[config.mk]
export PLATFORM = sky130hd
export DESIGN_NAME = brbf_ctrl
export DESIGN_NICKNAME = d
export VERILOG_FILES = /design/src/design/brbf_pkg.sv /design/src/design/brbf_ctrl.sv
export SDC_FILE = /design/constraint.sdc
export NUM_CORES = 1
export LEC_CHECK = 0
export ABC_CLOCK_PERIOD_IN_PS = 5100
export BUFFER_PORTS_ARGS = -buffer_cell sky130_fd_sc_hd__buf_2
export CAP_MARGIN = 40
export CORE_MARGIN = 4
export CORE_UTILIZATION = 46
export DETAILED_ROUTE_END_ITERATION = 10
export PLACE_DENSITY = 0.81
export SKIP_LAST_GASP = 1
export SYNTH_ARGS = -nofsm -noshare
export SYNTH_HDL_FRONTEND = slang
export SYNTH_SLANG_ARGS = --single-unit
[constraint.sdc]
create_clock -name i_clk -period 5.1 [get_ports i_clk]
set_clock_uncertainty 0.15 [all_clocks]
set_input_delay 0.255 -clock i_clk [delete_from_list [all_inputs] [get_ports i_clk]]
set_output_delay 0.255 -clock i_clk [all_outputs]
set_load 0.02 [all_outputs]
[src/design/brbf_pkg.sv]
// shared types, constants and codes for the block ring byte fifo
package brbf_pkg;

    // store geometry
    localparam int STORE_DEPTH     = 1024;
    localparam int MAX_BLOCK_BYTES = 8;
    localparam int ADDR_W          = $clog2(STORE_DEPTH);
    localparam int CNT_W           = 11;
    localparam int BCNT_W          = 4;
    localparam int IDX_W           = $clog2(MAX_BLOCK_BYTES + 1);
    localparam int SLOT_W          = (MAX_BLOCK_BYTES > 1) ? $clog2(MAX_BLOCK_BYTES) : 1;
    localparam int DATA_W          = 64;

    // operation codes
    localparam logic [1:0] OP_WRITE = 2'd0;
    localparam logic [1:0] OP_READ  = 2'd1;
    localparam logic [1:0] OP_CLEAR = 2'd2;

    // status codes
    localparam logic [2:0] ST_OK          = 3'd0;
    localparam logic [2:0] ST_ZERO_COUNT  = 3'd1;
    localparam logic [2:0] ST_EXCEEDS_CAP = 3'd2;
    localparam logic [2:0] ST_NO_SPACE    = 3'd3;
    localparam logic [2:0] ST_NO_DATA     = 3'd4;

    // config register indexes
    localparam logic REG_CAPACITY = 1'b0;

    typedef struct packed {
        logic [1:0]        operation;
        logic [BCNT_W-1:0] byte_count;
        logic [DATA_W-1:0] write_data;
    } t_in_item;

    typedef struct packed {
        logic [2:0]        status;
        logic [DATA_W-1:0] read_data;
        logic [CNT_W-1:0]  readable_count;
        logic [CNT_W-1:0]  writable_count;
    } t_out_item;

    // byte store port request
    typedef struct packed {
        logic              we;
        logic [ADDR_W-1:0] addr;
        logic [7:0]        wdata;
    } t_ram_req;

    typedef enum logic [2:0] {
        S_IDLE,
        S_CHECK,
        S_WRITE,
        S_READ,
        S_COMMIT,
        S_RESULT
    } t_state;

endpackage

[src/design/brbf_ctrl.sv]
// sequencer and byte-step datapath: checks, moves bytes one per cycle, keeps pointers
module brbf_ctrl (
    input  logic                      i_clk,
    input  logic                      i_rst_n,
    input  logic                      i_start,
    input  brbf_pkg::t_in_item        i_item,
    input  logic [brbf_pkg::CNT_W-1:0] i_cap,
    input  logic                      i_clr_ptrs,
    input  logic                      i_res_take,
    input  logic [7:0]                i_ram_rdata,
    output brbf_pkg::t_ram_req        o_ram_req,
    output logic                      o_busy,
    output logic                      o_res_valid,
    output brbf_pkg::t_out_item       o_res
);
    import brbf_pkg::*;

    t_state              r_state, n_state;
    logic [1:0]          r_op, n_op;
    logic [BCNT_W-1:0]   r_cnt, n_cnt;
    logic [DATA_W-1:0]   r_wdata, n_wdata;
    logic [DATA_W-1:0]   r_rdata, n_rdata;
    logic [ADDR_W-1:0]   r_ptr, n_ptr;
    logic [IDX_W-1:0]    r_idx, n_idx;
    logic                r_rd_pend, n_rd_pend;
    logic [SLOT_W-1:0]   r_rd_slot, n_rd_slot;
    logic [2:0]          r_status, n_status;
    logic [ADDR_W-1:0]   r_rd_pos, n_rd_pos;
    logic [ADDR_W-1:0]   r_wr_pos, n_wr_pos;
    logic                r_full, n_full;

    logic [CNT_W-1:0]    readable, writable;
    logic [CNT_W-1:0]    cnt_ext, ptr_ext, rd_ext, wr_ext;
    logic [ADDR_W-1:0]   ptr_adv;
    logic                check_ok;
    logic                rd_issue;

    assign cnt_ext = CNT_W'(r_cnt);
    assign ptr_ext = CNT_W'(r_ptr);
    assign rd_ext  = CNT_W'(r_rd_pos);
    assign wr_ext  = CNT_W'(r_wr_pos);

    // occupancy from the pointers and the full flag
    always_comb begin
        if (r_full) begin
            readable = i_cap;
        end else if (wr_ext >= rd_ext) begin
            readable = wr_ext - rd_ext;
        end else begin
            readable = i_cap - (rd_ext - wr_ext);
        end
        writable = r_full ? '0 : (i_cap - readable);
    end

    // shared pointer step with wrap at capacity
    assign ptr_adv = ((ptr_ext + CNT_W'(1)) == i_cap) ? '0 : (r_ptr + ADDR_W'(1));

    // transfer checks in their priority order
    always_comb begin
        n_status = ST_OK;
        check_ok = 1'b0;
        if (r_op == OP_CLEAR) begin
            check_ok = 1'b1;
        end else if (r_op == OP_WRITE || r_op == OP_READ) begin
            if (r_cnt == '0) begin
                n_status = ST_ZERO_COUNT;
            end else if (cnt_ext > CNT_W'(MAX_BLOCK_BYTES)) begin
                n_status = ST_EXCEEDS_CAP;
            end else if (r_op == OP_WRITE) begin
                if (cnt_ext > i_cap) begin
                    n_status = ST_EXCEEDS_CAP;
                end else if (cnt_ext > writable) begin
                    n_status = ST_NO_SPACE;
                end else begin
                    check_ok = 1'b1;
                end
            end else begin
                if (cnt_ext > readable) begin
                    n_status = ST_NO_DATA;
                end else begin
                    check_ok = 1'b1;
                end
            end
        end
    end

    assign rd_issue = (IDX_W'(r_cnt) > r_idx);

    // next state
    always_comb begin
        n_state = r_state;
        case (r_state)
            S_IDLE: begin
                if (i_start) begin
                    n_state = S_CHECK;
                end
            end
            S_CHECK: begin
                if (!check_ok) begin
                    n_state = S_RESULT;
                end else if (r_op == OP_WRITE) begin
                    n_state = S_WRITE;
                end else if (r_op == OP_READ) begin
                    n_state = S_READ;
                end else begin
                    n_state = S_COMMIT;
                end
            end
            S_WRITE: begin
                if ((r_idx + IDX_W'(1)) == IDX_W'(r_cnt)) begin
                    n_state = S_COMMIT;
                end
            end
            S_READ: begin
                if (!rd_issue && !r_rd_pend) begin
                    n_state = S_COMMIT;
                end
            end
            S_COMMIT: begin
                n_state = S_RESULT;
            end
            S_RESULT: begin
                if (i_res_take) begin
                    n_state = S_IDLE;
                end
            end
            default: begin
                n_state = S_IDLE;
            end
        endcase
    end

    // outputs of the sequencer
    always_comb begin
        o_ram_req.we    = (r_state == S_WRITE);
        o_ram_req.addr  = r_ptr;
        o_ram_req.wdata = r_wdata[7:0];
        o_busy          = (r_state != S_IDLE);
        o_res_valid     = (r_state == S_RESULT);
        o_res.status         = r_status;
        o_res.read_data      = r_rdata;
        o_res.readable_count = readable;
        o_res.writable_count = writable;
    end

    // datapath next values
    always_comb begin
        n_op      = r_op;
        n_cnt     = r_cnt;
        n_wdata   = r_wdata;
        n_rdata   = r_rdata;
        n_ptr     = r_ptr;
        n_idx     = r_idx;
        n_rd_pend = 1'b0;
        n_rd_slot = r_rd_slot;
        n_rd_pos  = r_rd_pos;
        n_wr_pos  = r_wr_pos;
        n_full    = r_full;
        case (r_state)
            S_IDLE: begin
                if (i_start) begin
                    n_op    = i_item.operation;
                    n_cnt   = i_item.byte_count;
                    n_wdata = i_item.write_data;
                end
            end
            S_CHECK: begin
                n_ptr   = (r_op == OP_WRITE) ? r_wr_pos : r_rd_pos;
                n_idx   = '0;
                n_rdata = '0;
            end
            S_WRITE: begin
                n_ptr   = ptr_adv;
                n_idx   = r_idx + IDX_W'(1);
                n_wdata = r_wdata >> 8;
            end
            S_READ: begin
                if (rd_issue) begin
                    n_ptr     = ptr_adv;
                    n_idx     = r_idx + IDX_W'(1);
                    n_rd_pend = 1'b1;
                    n_rd_slot = r_idx[SLOT_W-1:0];
                end
                // place the byte returned for the previous address
                if (r_rd_pend) begin
                    for (int k = 0; k < MAX_BLOCK_BYTES; k++) begin
                        if (r_rd_slot == SLOT_W'(k)) begin
                            n_rdata[8*k +: 8] = i_ram_rdata;
                        end
                    end
                end
            end
            S_COMMIT: begin
                if (r_op == OP_WRITE) begin
                    n_wr_pos = r_ptr;
                    n_full   = (r_ptr == r_rd_pos);
                end else if (r_op == OP_READ) begin
                    n_rd_pos = r_ptr;
                    n_full   = 1'b0;
                end else begin
                    n_rd_pos = '0;
                    n_wr_pos = '0;
                    n_full   = 1'b0;
                end
            end
            default: begin
            end
        endcase
        // capacity write restarts the ring
        if (i_clr_ptrs) begin
            n_rd_pos = '0;
            n_wr_pos = '0;
            n_full   = 1'b0;
        end
    end

    // control registers
    always_ff @(posedge i_clk) begin
        if (!i_rst_n) begin
            r_state   <= S_IDLE;
            r_rd_pend <= 1'b0;
            r_rd_pos  <= '0;
            r_wr_pos  <= '0;
            r_full    <= 1'b0;
        end else begin
            r_state   <= n_state;
            r_rd_pend <= n_rd_pend;
            r_rd_pos  <= n_rd_pos;
            r_wr_pos  <= n_wr_pos;
            r_full    <= n_full;
        end
    end

    // payload registers
    always_ff @(posedge i_clk) begin
        r_op      <= n_op;
        r_cnt     <= n_cnt;
        r_wdata   <= n_wdata;
        r_rdata   <= n_rdata;
        r_ptr     <= n_ptr;
        r_idx     <= n_idx;
        r_rd_slot <= n_rd_slot;
        if (r_state == S_CHECK) begin
            r_status <= n_status;
        end
    end

endmodule

* After elaboration in Yosys (flattened, before gate mapping)
Cells that the tools add are included.
** Word-level totals
- Register bits :: 179
- Input port bits :: 94
- Output and inout port bits :: 110
- Word-level logic and storage cells :: 150
** Operators by class
- Add/subtract/negate cells :: 7
- Order comparisons :: 6
- Equality and inequality tests :: 32
- Mux-type cells :: 48
- Bitwise logic cells :: 3
- Reduce and logical (&&, ||, !) cells :: 32
** Operators with widths (count)
- 64-bit case mux with 2 select lines :: 2
- 64-bit two-way mux :: 2
- 8-bit two-way mux :: 8
- 10-bit two-way mux :: 6
- 4-bit by 11-bit greater-than comparator with 1-bit output :: 3
- 11-bit two-way mux :: 3
- 10-bit case mux with 3 select lines :: 1
- 2-bit != test (second input constant) :: 14
- 3-bit two-way mux :: 9
- 3-bit AND reduction :: 8
- 10-bit by 10-bit subtractor with 11-bit output :: 2
- 11-bit subtractor :: 2
- 3-bit == test (second input constant) :: 6
- 3-bit case mux with 6 select lines :: 1
- 2-bit AND reduction :: 7
- 3-bit by 2-bit == test with 1-bit output (second input constant) :: 4
- 4-bit case mux with 3 select lines :: 1
- 10-bit by 1-bit adder with 11-bit output (second input constant) :: 1
- 11-bit == test :: 1
- 1-bit two-way mux :: 11
- 10-bit by 1-bit adder with 10-bit output (second input constant) :: 1
- 10-bit == test :: 1
- 10-bit greater-or-equal comparator :: 1
- 3-bit by 1-bit == test with 1-bit output (second input constant) :: 2
- other kinds (22) :: 31

* Logic depth before layout (Yosys ltp)
Gate-level depths: netlist of run 1.
- Word-level depth :: 16
- Gate-level depth with buffers :: 23
- Gate-level depth less buffers :: 22

* Least setup slack after synthesis of run 1
No wires, ideal clock.
- Path kind :: reg-to-reg
- Start point :: register r_rd_pos[2]
- End point :: register r_status[1] (data pin)
- Library setup time :: 0.265 ns
- Arrival time :: 5.011 ns
- Required time :: 4.685 ns
- Path slack :: -0.326 ns
- Cell stages (with the launch flop) :: 20
- Buffers on the path :: 2
- Period minus slack after synthesis :: 5.426 ns
- Path through :: dfxtp_1 inv_1 ha_1 clkbuf_2 a21o_1 a31oi_1 o221a_2 buf_4 a211oi_1 a21oi_1 ha_1 inv_1 fa_1 a211o_1 a211o_1 and3_2 nor3_1 nor4_1 a22o_1 maj3_1
** RTL lines
- start, declared :: line brbf_ctrl.sv:28 : logic [ADDR_W-1:0] r_rd_pos, n_rd_pos;
- start signal, assigned :: line brbf_ctrl.sv:228 : r_rd_pos <= n_rd_pos;
- end signal, assigned :: line brbf_ctrl.sv:244 : r_status <= n_status;
- end, declared :: line brbf_ctrl.sv:27 : logic [2:0] r_status, n_status;

==> results of run 1 <==
area by class of cell:
class,instances,area (um^2),share of cell area
flip-flops and latches,179,5150,0.378
clock inverters,15,209,0.0153
inverters,77,292,0.0214
multi-input cells,580,4900,0.360
clock buffers,17,425,0.0312
repair buffers,349,2300,0.169
well taps,275,344,0.0252
diodes,2,5.00,0.000367
what timing repair did:
item | in CTS | in global routing
resized for setup | 41 | 73
hold buffers | 71 | 0
endpoints found under the setup margin | 3 | 7
hold endpoints to repair | 72 | 0
buffers inserted | 4 | 15
pin swaps | 16 | 38
per-layer routing:
layer / up-vias / GRT usage / wire length [um]
met3: 63 / 0.0438 / 2110
met5: - / 0 / 0
li1: 3888 / - / -
met4: 0 / 0.0792 / 737
met1: 3930 / 0.278 / 11000
met2: 407 / 0.380 / 14400
worst min-delay path, cell delays in order:
cell and delay (ps):
buf_2 100, o32ai_1 100, o21a_1 190, o41a_1 90
cell usage in the layout, fill, tap and decap left out, types with 8 or more instances in the layout:
cell,count
a21oi_2,9
nand4_1,10
nor3_1,10
a22oi_1,20
nand2b_1,18
nor2b_1,17
and3_1,12
dfxtp_2,10
ha_4,14
fa_1,8
xnor2_1,31
o21a_1,9
dfxtp_1,11
o22ai_1,12
a21oi_1,30
mux2i_1,10
buf_2,209
edfxtp_1,154
inv_1,69
mux2_2,58
ha_1,28
nor2_1,62
o21ai_0,22
dlygate4sd3_1,71
nand3_1,16
buf_4,65
clkbuf_16,17
or3_1,8
nand2_1,32
xor2_1,16
cells by family after synthesis:
group | Yosys count
xor gates and xnor gates | 47
adders and majority gates | 61
buffers and inverters | 119
muxes | 68
DFF | 179
AOI/OAI and AO/OA | 182
and+or+nand+nor | 222
sequential cells by signal, summed over array words and instances (netlist names):
name       count
r_rd_slot      3
r_op           2
r_rdata       64
r_wdata       64
r_ptr         10
r_status       3
r_wr_pos      10
r_full         1
r_rd_pend      1
r_state        3
r_cnt          4
r_rd_pos      10
r_idx          4
stage by stage:
step	setup slack [ps]	utilization	hold WS, ps	area (um^2)	power [mW]
after global placement	-1.92	0.546	284	11600	5.08
after global routing	-170	0.642	214	13600	7.18
final	-10.0	0.642	206	13600	6.81
after detailed placement	-95.1	0.548	284	11600	5.19
after CTS	14.4	0.622	187	13200	6.69
after floorplan	22.1	-	204	10000	4.25
where the power goes:
part | internal, mW | leakage (nW) | switching (mW)
Sequential | 2.22 | 1.70 | 0.292
Combinational | 1.12 | 3.46 | 1.79
Clock | 0.758 | 0.309 | 0.628
worst paths after layout:
| path | cells past startpoint | to | startpoint |
|---|---|---|---|
| setup / recovery | 19 | o_res[10] | r_wr_pos[0] |
| hold / removal | 4 | r_state[2] | i_res_take |
| setup reg to reg | 19 | r_status[0] | r_rd_pos[1] |
| hold reg to reg | 2 | r_wr_pos[0] | r_wr_pos[0] |
==> flow_summary.ini, run 1 <==
[outcome]
status = complete, but fails checks
violations = negative setup slack

[floorplanning]
num_io_pins = 204
rows = 53
start_util = 0.472
die_w_um = 156
fp.dieArea_um2 = 24200
dieHeight_um = 156
coreArea_um2 = 21200

[timing]
finalCritPeriodShare = 1.00
setup_violations = 1
maxSlewHeadroom = 0.378
drv_slew = 0
hold_viol = 0
fin_crit_ps = 5110
fmax_mhz = 196
setup-tns-final_ps = -10.0
fin_ws_ps = -10.0
rsz0062_at_grt = yes
tightest_slew_ps = 927

[setup_path]
worstSetupEndpointType = output port
cpLargestDelayFamily = compound AO/OA/AOI/OAI gates
worst-path-buf-inv = 5
cp_cell_sequence = inv_2, ha_4, inv_2, fa_2, a211oi_4, nor2_2, or4_4, a31oi_4, o31ai_2, ha_2, or3_4, a211o_4, a2111oi_4, o31ai_4, a311oi_2, nor2_4, buf_6, inv_4, buf_6
max_stage_delay_ps = 460
critPathKind = flip-flop to output port
path_max_fanout = 3
ff2ff_setup_slack_ps = 130
worst_setup_path_start_kind = flip-flop
crit_required_ps = 4700
slowest_stage = a2111oi_4
cp_data_arrival_time_ps = 4710

[logic_synthesis]
synth_top_family_by_area = compound AO/OA/AOI/OAI gates
synth_most_common_cell = edfxtp_1
synthAdderAreaFrac = 0.0849
muxShareOfSynthArea = 0.0751
synth_area_um2 = 10000
synth_nets = 1032
yosysSeqAreaShare = 0.511
synth_top_area_frac = 0.461
synthXorXnorAreaFrac = 0.0411
netlist_instances = 878
synth_cell_types = 71
yosysTopAreaCell = edfxtp_1
syn_area_per_cell_um2 = 11.4
synth-async-reset-ratio = 0
synth_compound_area_frac = 0.124
synth-edff-count = 154
synth_ff_type = edfxtp_1
synthSimpleGateAreaFrac = 0.114
synth_top_cells_by_count = 154 x edfxtp_1, 77 x inv_1, 66 x nor2_1
yosys-top-cells-area = edfxtp_1 46%, mux2_2 6.5%, ha_1 6.0%
ys_warn_count = 0
yosys_register_bits = 179

[final_layout]
drive_gt1_frac = 0.386
fillers = 1638
stdcell_count = 1494
nets = 1358
syn_to_final_growth_pct = 36.0

[clock_tree]
numCtsBuffers = 17
root_buffer = clkbuf_16
cts_max_level = 4
clock_path_buffers = 2
clk_latency_ps = 420
clk_pin_slew_ps = 70
cts.sinks = 179
cts_tree = yes

[global_route]
antenna_found_initial = 2
grt_util_all_layers = 0.221
grt_remaining_overflow = 0
grt_pass1_wl_um = 42400
grt_pass1_vias = 7972
grt_max_degree = 41

[placed_design]
place_hpwl_um = 19800
port_buffers = 203
globalplace.congestion = 0.926
placed_cells = 1370

[power_and_ir_drop]
ir_drop_v = 0.000276
cellLeakagePower_nw = 5.46
p_per_area_nw_per_um2 = 500

[drt]
vias = 8288
drtAntennaViolNets = 0
first_iter_violations = 644
routedWlPerCell_um = 18.9
drc = 0
vias_per_cell = 5.55
drtPass1Iterations = 5
drt_wl_total_um = 28300

[flow_run]
cap_violations = 0

[hold_path]
hp-class = input pin to flip-flop
No activity file was read; power rests on OpenSTA's default activity.
==> run 2: changes to the inputs <==
--- a/config.mk
+++ b/config.mk
@@ -7,11 +7,11 @@
 export LEC_CHECK = 0
 export ABC_CLOCK_PERIOD_IN_PS = 5100
 export BUFFER_PORTS_ARGS = -buffer_cell sky130_fd_sc_hd__buf_2
-export CAP_MARGIN = 40
+export CAP_MARGIN = 20
 export CORE_MARGIN = 4
 export CORE_UTILIZATION = 46
 export DETAILED_ROUTE_END_ITERATION = 10
-export PLACE_DENSITY = 0.81
+export PLACE_DENSITY = 0.78
 export SKIP_LAST_GASP = 1
 export SYNTH_ARGS = -nofsm -noshare
 export SYNTH_HDL_FRONTEND = slang
==> flow_summary.ini, run 2 (same netlist as run 1, synthesis figures left out) <==
[final_layout]
reg_top3 = r_rdata x64, r_wdata x64
post-route-util = 0.631
fillers = 1648
diodes = 0
fin_area_um2 = 13400
nets = 1349
drive_gt1_frac = 0.362
multi_input_area_um2 = 4790
mostFrequentLayoutCell = buf_2
syn_to_final_growth_pct = 33.6
seq_area_um2 = 5150
mostFrequentLayoutCells = 204 x buf_2, 154 x edfxtp_1, 75 x inv_1

[global_route]
grt_util_all_layers = 0.220
grt_remaining_overflow = 0
grt_pass1_vias = 8069
grt_pass1_wl_um = 42300
antenna_found_initial = 0
grt_max_degree = 65

[placed_design]
placedInstanceArea_um2 = 11600
port_buffers = 203
place_hpwl_um = 19800
globalplace.congestion = 0.923
dp_slack_ps = -45.0

[floorplanning]
fp.dieArea_um2 = 24200
num_io_pins = 204
coreArea_um2 = 21200
dieHeight_um = 156
rows = 53
die_w_um = 156
start_util = 0.472

[timing]
finalCritPeriodShare = 1.00
fin_ws_ps = -20.9
setup_violations = 1
setup-tns-final_ps = -20.9
fin_crit_ps = 5120
rsz0062_at_grt = yes
hold_viol = 0
fmax_mhz = 195
drv_slew = 0
maxSlewHeadroom = 0.281
tightest_slew_ps = 1070

[setup_path]
r2r-end = r_status[0]
critPathKind = flip-flop to output port
crit_start = r_wr_pos[1]
r2r.worst_path.cells = 19
crit_cells = 20
cpLargestDelayFamily = simple AND/OR/NAND/NOR gates
max_stage_delay_ps = 470
path_max_fanout = 3
ff2ff_setup_slack_ps = 120
worst_setup_path_start_kind = flip-flop
worstSetupEndpointType = output port
slowest_stage = fa_1
crit_required_ps = 4700
endpoint = o_res[10]
cp_cell_sequence = inv_2, fa_1, buf_4, fa_2, nor2b_2, o2111a_2, nor3_2, nor3_2, o31ai_2, ha_2, or3_4, a211o_4, buf_4, and4b_2, nor4_2, o311a_1, nor2_4, buf_6, inv_4, buf_6
r2r-start = r_rd_pos[6]
cp_data_arrival_time_ps = 4720
worst-path-buf-inv = 6

[power_and_ir_drop]
power_mw = 6.67
p_per_area_nw_per_um2 = 498
p_seq_frac = 0.376
cellLeakagePower_nw = 5.39
swShare = 0.399
p_int_mw = 4.01
p_sw_mw = 2.66
ir_drop_v = 0.000242
p_clk_frac = 0.195
comb_power_share = 0.429

[drt]
drtPass1Iterations = 5
routedWlPerCell_um = 18.9
drt_wl_total_um = 28000
first_iter_violations = 613
vias_per_cell = 5.61
drtAntennaViolNets = 0
vias = 8320
drc = 0

[clock_tree]
cts_max_level = 4
clock_path_buffers = 2
cts_tree = yes
clk_pin_slew_ps = 70
root_buffer = clkbuf_16
numCtsBuffers = 17
clk_latency_ps = 420
cts.sinks = 179

[outcome]
violations = negative setup slack
status = complete, but fails checks

[hold_path]
hold_depth = 2
hp-class = input pin to flip-flop

[flow_run]
cap_violations = 0
[run 2: area by class of cell]
class	instances	area share
clock buffers	18	0.0320
clock inverters	14	0.0124
inverters	77	0.0218
multi-input cells	580	0.358
flip-flops and latches	179	0.384
well taps	275	0.0257
repair buffers	340	0.166
[run 2: per-layer routing]
metal | GRT usage | wire (um) | share of wire
met1 | 0.273 | 11100 | 0.40
met4 | 0.0721 | 726 | 0.026
met3 | 0.0466 | 1950 | 0.070
met5 | 0 | 0 | 0
met2 | 0.385 | 14300 | 0.51
[run 2: per-stage QoR]
step,hold WS [ps],std cells
2_1_floorplan,204,878
3_3_place_gp,285,1364
3_5_place_dp,284,1367
4_1_cts,8.44,1471
5_1_grt,20.7,1483
6_report,35.7,1483
[run 2: worst min-delay path by stage]
stage,startpoint,to,slack (ps)
after floorplan,i_item[64],r_cnt[0],200
after global placement,i_item[67],r_cnt[3],280
after detailed placement,i_item[65],r_cnt[1],280
after CTS,i_item[5],r_wdata[5],8
after global routing,i_item[5],r_wdata[5],20
final,i_item[5],r_wdata[5],40
[run 2: what timing repair did]
action                     CTS  global route
hold buffers                70             0
hold endpoints to repair    72             0
pin swaps                    9            28
setup endpoints to repair    2             7
buffers inserted             2            11
resized for setup           26            58
[run 2: power groups by stage]
stage / clock network [mW] / registers (mW) / logic [mW]
detailed placement: 0 / 2.53 / 2.64
global placement: 0 / 2.51 / 2.56
finish: 1.30 / 2.51 / 2.86
global route: 1.41 / 2.55 / 3.09
floorplan: 0 / 2.76 / 1.49
CTS: 1.33 / 2.50 / 2.73
